## src/sv/ebml_element_stream_parser_unit_defines.svh

```systemverilog
// assertion macros for the ebml element stream parser
// used by the top level; expects clk and rst_n in scope
`ifndef EBML_ELEMENT_STREAM_PARSER_UNIT_DEFINES_SVH
`define EBML_ELEMENT_STREAM_PARSER_UNIT_DEFINES_SVH

// same-cycle implication, disabled in reset
`define EESP_ASSERT_NOW(label, ante, cons, msg) \
  label: assert property (@(posedge clk) disable iff (!rst_n) (ante) |-> (cons)) \
    else $error(msg);

// next-cycle implication, disabled in reset
`define EESP_ASSERT_NEXT(label, ante, cons, msg) \
  label: assert property (@(posedge clk) disable iff (!rst_n) (ante) |=> (cons)) \
    else $error(msg);

`endif

```

## src/sv/eesp_pkg.sv

```systemverilog
// shared types and constants of the ebml element stream parser
// no dependencies
`timescale 1ns / 1ps

package eesp_pkg;

  typedef enum logic [2:0] {
    PH_ID_FIRST   = 3'd0,
    PH_ID_MORE    = 3'd1,
    PH_SIZE_FIRST = 3'd2,
    PH_SIZE_MORE  = 3'd3,
    PH_PAYLOAD    = 3'd4
  } eesp_phase_t;

  typedef enum logic [1:0] {
    CFG_CONTAINER_ID  = 2'd0,
    CFG_HEADER_END_ID = 2'd1,
    CFG_PACKET_END_ID = 2'd2
  } eesp_cfg_idx_t;

  localparam logic [31:0] CONTAINER_ID_RST  = 32'h1853_8067;
  localparam logic [31:0] HEADER_END_ID_RST = 32'h1654_AE6B;
  localparam logic [31:0] PACKET_END_ID_RST = 32'h1F43_B675;

  typedef struct packed {
    logic [7:0] in_byte;
    logic       chunk_end;
  } eesp_in_t;

  typedef struct packed {
    logic [7:0] out_byte;
    logic       header_done;
    logic       packet_done;
  } eesp_out_t;

  // parent level as kept on the stack (always in payload phase)
  typedef struct packed {
    logic [31:0] elem_id;
    logic [63:0] elem_size;
    logic [63:0] payload_count;
  } eesp_ent_t;

  typedef struct packed {
    logic      en;
    eesp_ent_t ent;
  } eesp_push_t;

  typedef struct packed {
    logic header_done;
    logic packet_done;
  } eesp_stat_t;

endpackage

```

## src/sv/ebml_element_stream_parser_unit.sv

```systemverilog
// top level of the ebml element stream parser: channel registers and config
// depends on eesp_pkg, eesp_stack, eesp_core and the assertion macro header
`timescale 1ns / 1ps
`include "ebml_element_stream_parser_unit_defines.svh"

// channel   direction  handshake             payload
// in_       input      in_valid / in_stall   eesp_in_t  (in_byte, chunk_end)
// out_      output     out_valid / out_stall eesp_out_t (out_byte, header_done, packet_done)
// cfg_      input      cfg_valid / cfg_ready cfg_index, cfg_data (32 bit)
//
// one byte a cycle sustained while out_stall is low; a byte waits in the input register, then
// enters the output register when it advances; the level walk sits between the two registers
// a completion pop, a re-dive or a dive and the byte's own decode all happen as it advances
// synchronous active-low reset clears the level state and loads the default ids
// out_stall holds the output register; in_stall rises only once the input register is full

module ebml_element_stream_parser_unit #(
  parameter int MAX_DEPTH = 5
) (
  input  logic                 clk,
  input  logic                 rst_n,
  input  logic                 in_valid,
  output logic                 in_stall,
  input  eesp_pkg::eesp_in_t   in_data,
  output logic                 out_valid,
  input  logic                 out_stall,
  output eesp_pkg::eesp_out_t  out_data,
  input  logic                 cfg_valid,
  output logic                 cfg_ready,
  input  logic [1:0]           cfg_index,
  input  logic [31:0]          cfg_data
);

  localparam int DW  = $clog2(MAX_DEPTH + 1);
  localparam int SIW = (MAX_DEPTH > 1) ? $clog2(MAX_DEPTH) : 1;

  eesp_pkg::eesp_in_t   in_r;
  logic                 in_vld_r;
  eesp_pkg::eesp_out_t  out_r;
  logic                 out_vld_r;
  logic [31:0]          container_id_r, header_end_id_r, packet_end_id_r;
  logic                 adv;

  eesp_pkg::eesp_push_t push;
  logic [SIW-1:0]       push_idx, rd_idx;
  eesp_pkg::eesp_ent_t  par;
  eesp_pkg::eesp_stat_t stat;
  logic [DW-1:0]        depth;

  assign adv       = in_vld_r && (!out_vld_r || !out_stall);
  assign in_stall  = in_vld_r && !adv;
  assign cfg_ready = 1'b1;

  always_ff @(posedge clk) begin
    if (!rst_n) begin
      in_vld_r <= 1'b0;
    end else if (in_valid && !in_stall) begin
      in_vld_r <= 1'b1;
    end else if (adv) begin
      in_vld_r <= 1'b0;
    end
  end

  always_ff @(posedge clk) begin
    if (in_valid && !in_stall) begin
      in_r <= in_data;
    end
  end

  always_ff @(posedge clk) begin
    if (!rst_n) begin
      out_vld_r <= 1'b0;
    end else if (adv) begin
      out_vld_r <= 1'b1;
    end else if (!out_stall) begin
      out_vld_r <= 1'b0;
    end
  end

  always_ff @(posedge clk) begin
    if (adv) begin
      out_r.out_byte    <= in_r.in_byte;
      out_r.header_done <= stat.header_done;
      out_r.packet_done <= stat.packet_done;
    end
  end

  assign out_valid = out_vld_r;
  assign out_data  = out_r;

  always_ff @(posedge clk) begin
    if (!rst_n) begin
      container_id_r  <= eesp_pkg::CONTAINER_ID_RST;
      header_end_id_r <= eesp_pkg::HEADER_END_ID_RST;
      packet_end_id_r <= eesp_pkg::PACKET_END_ID_RST;
    end else if (cfg_valid && cfg_ready) begin
      unique case (cfg_index)
        eesp_pkg::CFG_CONTAINER_ID:  container_id_r  <= cfg_data;
        eesp_pkg::CFG_HEADER_END_ID: header_end_id_r <= cfg_data;
        eesp_pkg::CFG_PACKET_END_ID: packet_end_id_r <= cfg_data;
        default: ;
      endcase
    end
  end

  eesp_stack #(
    .MAX_DEPTH (MAX_DEPTH),
    .SIW       (SIW)
  ) u_stack (
    .clk      (clk),
    .push     (push),
    .push_idx (push_idx),
    .rd_idx   (rd_idx),
    .rd_ent   (par)
  );

  eesp_core #(
    .MAX_DEPTH (MAX_DEPTH),
    .DW        (DW),
    .SIW       (SIW)
  ) u_core (
    .clk           (clk),
    .rst_n         (rst_n),
    .step          (adv),
    .in_byte       (in_r.in_byte),
    .container_id  (container_id_r),
    .header_end_id (header_end_id_r),
    .packet_end_id (packet_end_id_r),
    .par           (par),
    .push          (push),
    .push_idx      (push_idx),
    .rd_idx        (rd_idx),
    .stat          (stat),
    .depth         (depth)
  );

  `EESP_ASSERT_NOW(a_depth_limit, 1'b1, depth <= DW'(MAX_DEPTH), "nesting depth beyond limit")
  `EESP_ASSERT_NEXT(a_depth_hold, !adv, $stable(depth), "depth moved without a byte")
  `EESP_ASSERT_NEXT(a_adv_out, adv, out_vld_r, "processed byte lost before output")
  `EESP_ASSERT_NOW(a_push_step, push.en, adv && depth < DW'(MAX_DEPTH), "stack push out of turn")

endmodule

```

## src/sv/eesp_stack.sv

```systemverilog
// parent level stack of the ebml element stream parser
// depends on eesp_pkg
`timescale 1ns / 1ps

module eesp_stack #(
  parameter int MAX_DEPTH = 5,
  parameter int SIW       = 3
) (
  input  logic                  clk,
  input  eesp_pkg::eesp_push_t  push,
  input  logic [SIW-1:0]        push_idx,
  input  logic [SIW-1:0]        rd_idx,
  output eesp_pkg::eesp_ent_t   rd_ent
);

  // entries only read after a push has filled them
  eesp_pkg::eesp_ent_t stk_r [MAX_DEPTH];

  always_ff @(posedge clk) begin
    if (push.en) begin
      stk_r[push_idx] <= push.ent;
    end
  end

  assign rd_ent = stk_r[rd_idx];

endmodule

```

## src/sv/eesp_core.sv

```systemverilog
// level walker of the ebml element stream parser: current level and depth
// depends on eesp_pkg; drives eesp_stack through a push struct
`timescale 1ns / 1ps

module eesp_core #(
  parameter int MAX_DEPTH = 5,
  parameter int DW        = 3,
  parameter int SIW       = 3
) (
  input  logic                  clk,
  input  logic                  rst_n,
  input  logic                  step,
  input  logic [7:0]            in_byte,
  input  logic [31:0]           container_id,
  input  logic [31:0]           header_end_id,
  input  logic [31:0]           packet_end_id,
  input  eesp_pkg::eesp_ent_t   par,
  output eesp_pkg::eesp_push_t  push,
  output logic [SIW-1:0]        push_idx,
  output logic [SIW-1:0]        rd_idx,
  output eesp_pkg::eesp_stat_t  stat,
  output logic [DW-1:0]         depth
);

  typedef struct packed {
    eesp_pkg::eesp_phase_t phase;
    logic [31:0]           elem_id;
    logic [2:0]            id_length;
    logic [2:0]            id_index;
    logic [63:0]           elem_size;
    logic [3:0]            size_length;
    logic [3:0]            size_index;
    logic [63:0]           payload_count;
  } lvl_t;

  lvl_t            cur_r, cur_nxt;
  logic [DW-1:0]   depth_r, depth_nxt;
  logic [DW-1:0]   depth_m1;
  logic            is_pay, done, cur_cont, par_cont;

  function automatic logic [2:0] lead4(input logic [7:0] b);
    logic [2:0] n;
    n = 3'd0;
    for (int i = 4; i < 8; i++) begin
      if (b[i]) n = 3'(8 - i);
    end
    return n;
  endfunction

  function automatic logic [3:0] lead8(input logic [7:0] b);
    logic [3:0] n;
    n = 4'd0;
    for (int i = 0; i < 8; i++) begin
      if (b[i]) n = 4'(8 - i);
    end
    return n;
  endfunction

  function automatic lvl_t consume(input lvl_t c, input logic [7:0] b);
    lvl_t       r;
    logic [2:0] n4;
    logic [3:0] n8;
    r  = c;
    n4 = lead4(b);
    n8 = lead8(b);
    unique case (c.phase)
      eesp_pkg::PH_ID_MORE: begin
        if (!c.id_index[2]) begin
          unique case (c.id_index[1:0])
            2'd0: r.elem_id[31:24] = c.elem_id[31:24] | b;
            2'd1: r.elem_id[23:16] = c.elem_id[23:16] | b;
            2'd2: r.elem_id[15:8]  = c.elem_id[15:8]  | b;
            default: r.elem_id[7:0] = c.elem_id[7:0] | b;
          endcase
        end
        r.id_index = c.id_index + 3'd1;
        if (r.id_index >= c.id_length) r.phase = eesp_pkg::PH_SIZE_FIRST;
      end
      eesp_pkg::PH_SIZE_FIRST: begin
        r.elem_size = 64'd0;
        if (n8 != 4'd0) begin
          r.size_length = n8;
          r.size_index  = 4'd1;
          r.elem_size   = {56'd0, b & (8'hFF >> n8)};
          r.phase = (n8 == 4'd1) ? eesp_pkg::PH_PAYLOAD : eesp_pkg::PH_SIZE_MORE;
        end
      end
      eesp_pkg::PH_SIZE_MORE: begin
        r.elem_size  = {c.elem_size[55:0], b};
        r.size_index = c.size_index + 4'd1;
        if (r.size_index >= c.size_length) r.phase = eesp_pkg::PH_PAYLOAD;
      end
      default: begin
        // first id octet; an octet with no marker bit keeps this phase
        r.payload_count = 64'd0;
        r.elem_id       = {b, 24'd0};
        r.id_index      = 3'd1;
        if (n4 != 3'd0) begin
          r.id_length = n4;
          r.phase = (n4 == 3'd1) ? eesp_pkg::PH_SIZE_FIRST : eesp_pkg::PH_ID_MORE;
        end else begin
          r.phase = eesp_pkg::PH_ID_FIRST;
        end
      end
    endcase
    return r;
  endfunction

  function automatic lvl_t fresh(input lvl_t c, input logic [7:0] b);
    lvl_t r;
    r       = c;
    r.phase = eesp_pkg::PH_ID_FIRST;
    return consume(r, b);
  endfunction

  assign depth_m1 = depth_r - DW'(1);
  assign rd_idx   = depth_m1[SIW-1:0];
  assign push_idx = depth_r[SIW-1:0];

  // levels below the current one are always in payload and never complete,
  // levels above it always wait for a first id octet
  assign is_pay   = (cur_r.phase == eesp_pkg::PH_PAYLOAD);
  assign done     = is_pay && (cur_r.payload_count == cur_r.elem_size);
  assign cur_cont = (cur_r.elem_id == container_id);
  assign par_cont = (depth_r != '0) && (par.elem_id == container_id);

  assign stat.header_done = done && (cur_r.elem_id == header_end_id);
  assign stat.packet_done = done && (cur_r.elem_id == packet_end_id);

  always_comb begin
    cur_nxt   = cur_r;
    depth_nxt = depth_r;
    push.en   = 1'b0;
    push.ent.elem_id       = cur_r.elem_id;
    push.ent.elem_size     = cur_r.elem_size;
    push.ent.payload_count = cur_r.payload_count;
    priority if (!is_pay) begin
      cur_nxt = consume(cur_r, in_byte);
    end else if (done && (depth_r == '0 || par_cont)) begin
      // completed; with no parent or a container parent, this level starts the next element with this byte
      cur_nxt = fresh(cur_r, in_byte);
    end else if (done) begin
      // completed; plain parent takes the byte as payload
      cur_nxt.phase         = eesp_pkg::PH_PAYLOAD;
      cur_nxt.elem_id       = par.elem_id;
      cur_nxt.elem_size     = par.elem_size;
      cur_nxt.payload_count = par.payload_count + 64'd1;
      depth_nxt             = depth_m1;
    end else if (cur_cont && (depth_r < DW'(MAX_DEPTH))) begin
      push.en   = step;
      cur_nxt   = fresh(cur_r, in_byte);
      depth_nxt = depth_r + DW'(1);
    end else begin
      cur_nxt.payload_count = cur_r.payload_count + 64'd1;
    end
  end

  always_ff @(posedge clk) begin
    if (!rst_n) begin
      cur_r   <= '0;
      depth_r <= '0;
    end else if (step) begin
      cur_r   <= cur_nxt;
      depth_r <= depth_nxt;
    end
  end

  assign depth = depth_r;

endmodule

```

## config.mk

```make
export PLATFORM = sky130hd
export DESIGN_NAME = ebml_element_stream_parser_unit
export DESIGN_NICKNAME = d
export VERILOG_FILES = /design/src/sv/eesp_pkg.sv /design/src/sv/ebml_element_stream_parser_unit.sv /design/src/sv/eesp_stack.sv /design/src/sv/eesp_core.sv
export VERILOG_INCLUDE_DIRS = /design/src /design/src/sv
export SDC_FILE = /design/constraint.sdc
export NUM_CORES = 2
export LEC_CHECK = 0
export BUFFER_PORTS_ARGS = -buffer_cell sky130_fd_sc_hd__buf_2
export CORE_UTILIZATION = 30
export CTS_BUF_LIST = sky130_fd_sc_hd__clkbuf_8
export DETAILED_ROUTE_END_ITERATION = 10
export GPL_ROUTABILITY_DRIVEN = 0
export GPL_TIMING_DRIVEN = 0
export PLACE_DENSITY = 0.56
export SYNTH_ARGS = -nofsm -noshare
export SYNTH_HDL_FRONTEND = slang
export SYNTH_SLANG_ARGS = --single-unit
```

## constraint.sdc

```tcl
create_clock -name clk -period 14.1 [get_ports clk]
set_input_delay 1.41 -clock clk [delete_from_list [all_inputs] [get_ports clk]]
set_output_delay 1.41 -clock clk [all_outputs]
set_load 0.02 [all_outputs]
```

Word level (Yosys, flattened, before mapping):

Memories as Yosys holds them, arrays and structs flattened.
Index checks and enable logic that the tools add are counted.

* flip-flop bits (word level): 296
* RAM bits: 800
* input bits: 48
* output and inout port bits: 13
* word-level logic and storage cells: 189
* memories: 1

* add/sub/neg operators: 6
* order comparisons: 3
* equality and inequality tests: 36
* shifts and indexed selects: 1
* mux-type cells: 68
* bitwise operators: 7
* reductions and logical operators: 46

Memory list
* u_stack.stk_r: words 5, width 160, rd ports 1, clocked after memory_dff 0, write ports 1, RTL line eesp_stack.sv:17 `eesp_pkg::eesp_ent_t stk_r [MAX_DEPTH];`

Operators by type and width (number)
* 177-bit two-way mux: 2
* 64-bit two-way mux: 4
* 64-bit by 1-bit adder with 64-bit output, second input constant: 2
* 32-bit == test: 4
* 64-bit one-hot mux with 2 select lines: 1
* 113-bit two-way mux: 1
* 3-bit two-way mux: 24
* 64-bit == test: 1
* 32-bit one-hot mux with 2 select lines: 1
* 4-bit two-way mux: 10
* 8-bit two-way mux: 5
* 35-bit two-way mux: 1
* 32-bit two-way mux: 1
* 8-bit bitwise OR: 4
* 5-bit AND reduction: 5
* 4-bit AND reduction: 5
* 16-bit two-way mux: 1
* 3-bit != test, second input constant: 5
* 3-bit nonzero test: 5
* 3-bit by 1-bit == test with 1-bit output, second input constant: 4
* 3-bit by 2-bit != test with 1-bit output, second input constant: 4
* 1-bit two-way mux: 10
* 1-bit logical AND: 9
* 3-bit by 1-bit != test with 1-bit output, second input constant: 3
* 32 further kinds: 55

Logic depth before layout (Yosys ltp):

* depth in word-level cells: 15
* mapped depth: 25

By module:

A second synthesis with hierarchy kept.

* cells, all modules: 3993
* area total of the unflattened synthesis: 50687.4 um^2

Modules (own cells, without submodules)
* eesp_stack: instances 1, cells an instance 1714, area each 31935.6 um^2
* eesp_core: instances 1, cells an instance 1879, area each 14218.6 um^2
* ebml_element_stream_parser_unit: instances 1, cells an instance 400, area each 4533.1 um^2

Least setup slack after synthesis:

No wires, ideal clock.

* path type: in2reg
* from: input port out_stall
* to: memory u_stack.stk_r[0][0] (netlist name), enable pin
* setup time: 0.876 ns
* arrival time: 13.330 ns
* required time: 13.224 ns
* setup slack: -0.106 ns
* cell stages on the path: 7
* buffers on the path: 1
* path through: nand2_1 nand2_1 nor2_1 clkbuf_1 nand2_1 or3_1 nor3_1

* word-level cells in the longest chain between the ends: 9

Ends and longest elaborated chain
* from (decl): RTL line ebml_element_stream_parser_unit.sv:26 `input logic out_stall,`
* 1-bit zero test
* 1-bit logical OR: RTL line ebml_element_stream_parser_unit.sv:50 `assign adv = in_vld_r && (!out_vld_r || !out_stall);`
* 1-bit logical AND: RTL line ebml_element_stream_parser_unit.sv:50
* 1-bit two-way mux: RTL line eesp_core.sv:149 `end else if (cur_cont && (depth_r < DW'(MAX_DEPTH))) begin`
* 1-bit two-way mux: RTL line eesp_core.sv:142 `end else if (done) begin`
* 1-bit two-way mux: RTL line eesp_core.sv:139 `end else if (done && (depth_r == '0 || par_cont)) begin`
* 1-bit two-way mux: RTL line eesp_core.sv:137 `priority if (!is_pay) begin`
* 1-bit two-way mux: RTL line eesp_stack.sv:20 `if (push.en) begin`
* 1-bit two-way mux (not written as such): RTL line eesp_stack.sv:21 `stk_r[push_idx] <= push.ent;`
* to (decl): RTL line eesp_stack.sv:17

No other way between the ends.

Final worst setup path:

* from: register u_core.depth_r[0] (netlist: u_core.depth[0])
* to: register u_core.cur_r, in the netlist u_core.push[52]

* word-level cells in the longest chain between the ends: 8
* elaborated cells on any way between the ends: 15
* those cells by class: add/sub: 2; order compare: 1; eq/ne: 1; mux: 4; reduce/logical: 6; memory: 1

Ends and longest elaborated chain
* from (decl): RTL line eesp_core.sv:37 `logic [DW-1:0] depth_r, depth_nxt;`
* from (signal assigned): RTL line eesp_core.sv:164 `depth_r <= depth_nxt;`
* parallel branches: the longest is 6 deep, another holds memory read 5 x 160 bit
* 177-bit two-way mux *: RTL line eesp_core.sv:139
* 177-bit two-way mux *: RTL line eesp_core.sv:137
* to (signal assigned): RTL line eesp_core.sv:163 `cur_r <= cur_nxt;`
* to (decl): RTL line eesp_core.sv:36 `lvl_t cur_r, cur_nxt;`

Mark *: on every way between the ends. The select of a mux whose other input is x is not followed.
A chain may end at the register's enable or synchronous reset.

==> impl_summary.txt <==
----------------------------------------------------
[Die]
  Die ar. ... 0.162 mm²
  Starting utilization of the core area ... 30.3%
  Die H ... 403 µm
  Floorplan die width ... 403 µm
  Placeable core region ... 0.159 mm²
  Number of placement rows ... 146
  IO Pins ... 61

[Final layout]
  Nets@finish ... 4136
  Leading cell type in the layout, fill and taps excluded ... sky130_fd_sc_hd__edfxtp_1
  Leading cell types in the layout, fill and taps excluded ... sky130_fd_sc_hd__edfxtp_1, sky130_fd_sc_hd__nand2_1, sky130_fd_sc_hd__dfxtp_1
  Layout-stage area growth over the synthesis result ... 15.4%
  Utilization of the core after routing ... 35.0%
  Share of final-layout standard cells stronger than drive strength 1 ... 14.9%
  Number of cells in the finished layout apart from fillers ... 6303

[Place]
  Placed Cells ... 5957
  Hpwl dp ... 113000 µm
  Buffers added on ports ... 57

[Logic synthesis]
  Gate count of the mapped netlist ... 3733
  Xor and xnor fraction of the mapped netlist area ... 5.50%
  Post-synth net total ... 3798
  Fraction of the yosys area taken by sequential cells ... 62.5%
  Average instance area after synthesis ... 12.9 µm²
  Number of synthesized register bits ... 1096
  Async SR Flop Fraction ... 0%
  Dominant synthesized flop cell ... sky130_fd_sc_hd__edfxtp_1
  Largest family of logic cells by synthesized area ... simple AND/OR/NAND/NOR gates
  Area fraction in compound gates after synthesis ... 6.07%
  Total number of yosys warnings ... 0
  Adder-cell area share of the yosys netlist ... 0.441%
  Portion of netlist area occupied by mux cells ... 11.3%
  Number of distinct library cell variants in the gate-level netlist after synthesis ... 83
  Post-synthesis instance area ... 0.0482 mm²
  Share of synthesized cell area in and, or, nand and nor gates ... 11.7%
  Count of flip-flops with a built-in enable after synthesis ... 818

[Drt]
  Mean number of vias per cell ... 5.37
  Remaining routing DRC violations ... 0
  Total detailed-routing wirelength ... 157000 µm
  Via count ... 33800
  Number of nets with antenna violations after detailed routing ... 0
  Detailed-routing iteration count for the pre-antenna-repair pass ... 6
  Number of DRC violations after detailed-routing iteration 0 ... 4010
  Avg WL per Cell ... 25.0 µm

[Timing]
  Actual slew at the worst max-slew pin ... 1.42 ns
  Part of the cycle the worst path needs ... 71.6%
  Setup Skew ... 0.0918 ns
  Peak clock frequency supported by timing ... 99.0 MHz
  Final hold violation count ... 0
  Max transition margin ... 4.38%
  Min Hold Slack ... 0.458 ns
  Total Neg Setup Slack ... 0 ns
  RSZ-0062 raised after global routing ... no
  Pins over their slew limit ... 0
  Final setup violation count ... 0
  Tmin final ... 10.10 ns

[Clock tree]
  TritonCTS clock tree ... done
  # Post-CTS Setup Buffers ... 0
  Number of H-tree levels ... 4
  Clock buffer count from CTS ... 184
  Clock network latency to the later pin of the worst-skew pair ... 0.96 ns
  CTS clock-pin slew for the worst setup and hold paths ... 0.06 ns
  TritonCTS sink count ... 1096
  Number of resized instances in the post-cts repair step ... 0
  CTS Buffer Depth ... 3
  CTS Hold Bufs ... 0
  Clock Tree Root ... sky130_fd_sc_hd__clkbuf_8

[GRT]
  Number of antenna violations at the first check in global routing ... 4
  Maximum number of pins on one net before global-route repair ... 17
  Vias in the first global route ... 32800
  Remaining global-route overflow ... 0
  Global-route wire length before repair ... 227000 µm
  Overall routing resource usage ... 19.1%

[Power]
  Leakage power summed over all cells ... 19.0 nW
  Maximum resistive drop on vdd ... 0.103 mV
  Power per standard cell area ... 116 mW/mm²
  Total power ... 6.43 mW

[Worst setup path]
  Crit path top cell by count ... sky130_fd_sc_hd__buf_2
  Reg2reg setup slack ... 4.00 ns
  Critical path startpoint category ... flop
  CP Buf/Inv Count ... 14
  Data arrival time of the critical path ... 10.98 ns
  Capturing element type of the critical path ... flop
  CP max stage cell ... sky130_fd_sc_hd__buf_1
  CP max stage delay ... 1.03 ns
  Top delay family on crit path ... buffers and inverters
  Worst path depth ... 25
  Count of cells along the worst register-to-register path ... 25
  Setup Crit Path Kind ... reg -> reg
  Crit path from ... u_core.depth[0]
  Worst-path maximum fanout ... 10
  Capture instance of the worst register-to-register path ... u_core.push[52]
  Data required, critical path ... 14.98 ns
  Crit Reg-Reg Startpoint ... u_core.depth[0]
  End point of the critical path ... u_core.push[52]

[Hold path]
  HP Class ... reg -> reg

[Job]
  Max-capacitance violation count ... 0

[Outcome]
  Outcome ... finished clean

----------------------------------------------------
==> flip-flops by register name, indices dropped and copies added (netlist names), 8 cells and up <==
name	flops
container_id_r	32
header_end_id_r	32
in_r	8
out_data	10
packet_end_id_r	32
u_core.cur_r	17
u_core.push	160
u_stack.stk_r	800
==> worst reg2reg max path, stage by stage, from the launching register on <==
cell                       delay [ns]
sky130_fd_sc_hd__dfxtp_1         0.40
sky130_fd_sc_hd__buf_6           0.15
sky130_fd_sc_hd__buf_6           0.22
sky130_fd_sc_hd__buf_4           0.36
sky130_fd_sc_hd__buf_2           0.45
sky130_fd_sc_hd__buf_1           0.72
sky130_fd_sc_hd__inv_1           0.30
sky130_fd_sc_hd__ha_1            0.38
sky130_fd_sc_hd__xnor2_2         0.41
sky130_fd_sc_hd__buf_2           0.57
sky130_fd_sc_hd__buf_2           0.51
sky130_fd_sc_hd__buf_2           0.45
sky130_fd_sc_hd__buf_2           0.46
sky130_fd_sc_hd__buf_1           1.03
sky130_fd_sc_hd__buf_2           0.61
sky130_fd_sc_hd__nand2_1         0.11
sky130_fd_sc_hd__nand2_1         0.08
sky130_fd_sc_hd__ha_1            0.20
sky130_fd_sc_hd__inv_1           0.05
sky130_fd_sc_hd__a211oi_1        0.47
sky130_fd_sc_hd__nand4_1         0.37
sky130_fd_sc_hd__clkbuf_1        0.40
sky130_fd_sc_hd__nor4_1          0.86
sky130_fd_sc_hd__xnor2_1         0.22
sky130_fd_sc_hd__nand2_1         0.08
sky130_fd_sc_hd__a32oi_1         0.23
==> cell usage after synthesis, types with 11 or more instances <==
| library cell | count | area, µm² |
|---|---|---|
| sky130_fd_sc_hd__nor4_1 | 63 | 394 |
| sky130_fd_sc_hd__or4_1 | 14 | 105 |
| sky130_fd_sc_hd__ha_1 | 17 | 213 |
| sky130_fd_sc_hd__buf_2 | 35 | 175 |
| sky130_fd_sc_hd__o21ai_0 | 153 | 766 |
| sky130_fd_sc_hd__o31ai_1 | 21 | 158 |
| sky130_fd_sc_hd__xnor2_1 | 174 | 1520 |
| sky130_fd_sc_hd__edfxtp_1 | 818 | 24600 |
| sky130_fd_sc_hd__mux2i_1 | 184 | 1840 |
| sky130_fd_sc_hd__clkbuf_1 | 143 | 537 |
| sky130_fd_sc_hd__dfxtp_1 | 278 | 5570 |
| sky130_fd_sc_hd__mux4_2 | 160 | 3600 |
| sky130_fd_sc_hd__nand2_1 | 645 | 2420 |
| sky130_fd_sc_hd__buf_1 | 24 | 90.1 |
| sky130_fd_sc_hd__a21oi_1 | 167 | 836 |
| sky130_fd_sc_hd__or3_1 | 17 | 106 |
| sky130_fd_sc_hd__nor2_1 | 86 | 323 |
| sky130_fd_sc_hd__a31oi_1 | 33 | 206 |
| sky130_fd_sc_hd__and2_1 | 11 | 68.8 |
| sky130_fd_sc_hd__xor2_1 | 125 | 1090 |
| sky130_fd_sc_hd__nor3_1 | 50 | 250 |
| sky130_fd_sc_hd__buf_4 | 14 | 105 |
| sky130_fd_sc_hd__inv_1 | 36 | 135 |
| sky130_fd_sc_hd__nand3_1 | 162 | 811 |
| sky130_fd_sc_hd__nand4_1 | 79 | 494 |
| sky130_fd_sc_hd__a22oi_1 | 14 | 105 |
| sky130_fd_sc_hd__o211ai_1 | 13 | 97.6 |
| sky130_fd_sc_hd__a211oi_1 | 11 | 82.6 |
| sky130_fd_sc_hd__and3_1 | 32 | 200 |
==> area by class of cell <==
| class | count | area, µm² |
|---|---|---|
| tap | 2072 | 2590 |
| clock inverter | 144 | 694 |
| sequential | 1096 | 30100 |
| fill | 15600 | 103000 |
| antenna | 4 | 10.0 |
| buffer | 225 | 1010 |
| multi-input combinational | 2376 | 16900 |
| inverter | 36 | 135 |
| timing repair buffer | 152 | 1360 |
| clock buffer | 198 | 2730 |
==> where the power goes <==
group	switching, mW	internal (mW)
sequential	0.0458	3.45
clock	1.34	1.34
combinational	0.176	0.0772
==> worst min path at each step <==
| stage | from | end | slack [ns] | depth (start not counted) |
|---|---|---|---|---|
| finish | in_r[2] | out_data[3] | 0.46 | 0 |
| floorplan | in_r[2] | out_data[3] | 0.42 | 0 |
| global placement | u_core.cur_r[70] | u_core.cur_r[70] | 0.44 | 2 |
| CTS | header_end_id_r[4] | header_end_id_r[4] | 0.47 | 2 |
| detailed placement | u_core.cur_r[70] | u_core.cur_r[70] | 0.46 | 2 |
| global route | packet_end_id_r[1] | packet_end_id_r[1] | 0.48 | 2 |
==> per-stage QoR <==
| step | instance area [µm²] | worst slack (ns) |
|---|---|---|
| floorplan | 48200 | -0.106 |
| global placement | 51100 | -12.00 |
| detailed placement | 52200 | 4.13 |
| CTS | 55600 | 4.11 |
| global route | 55600 | 3.77 |
| finish | 55600 | 4.00 |
==> cells by family after synthesis <==
kind of cell    count (synthesis)
flops                        1096
fa+ha+maj                      17
simple gates                 1218
buf+inv                       261
compound gates                493
other cells                     1
xor+xnor                      301
mux                           346
==> metal layers <==
| layer | global-route usage [%] | wire length [µm] |
|---|---|---|
| met1 | 25.8 | 66800 |
| met2 | 29.4 | 69900 |
| met3 | 4.33 | 13900 |
| met4 | 8.00 | 6870 |
| met5 | 0 | 13 |
No activity file was read; power rests on OpenSTA's default activity.
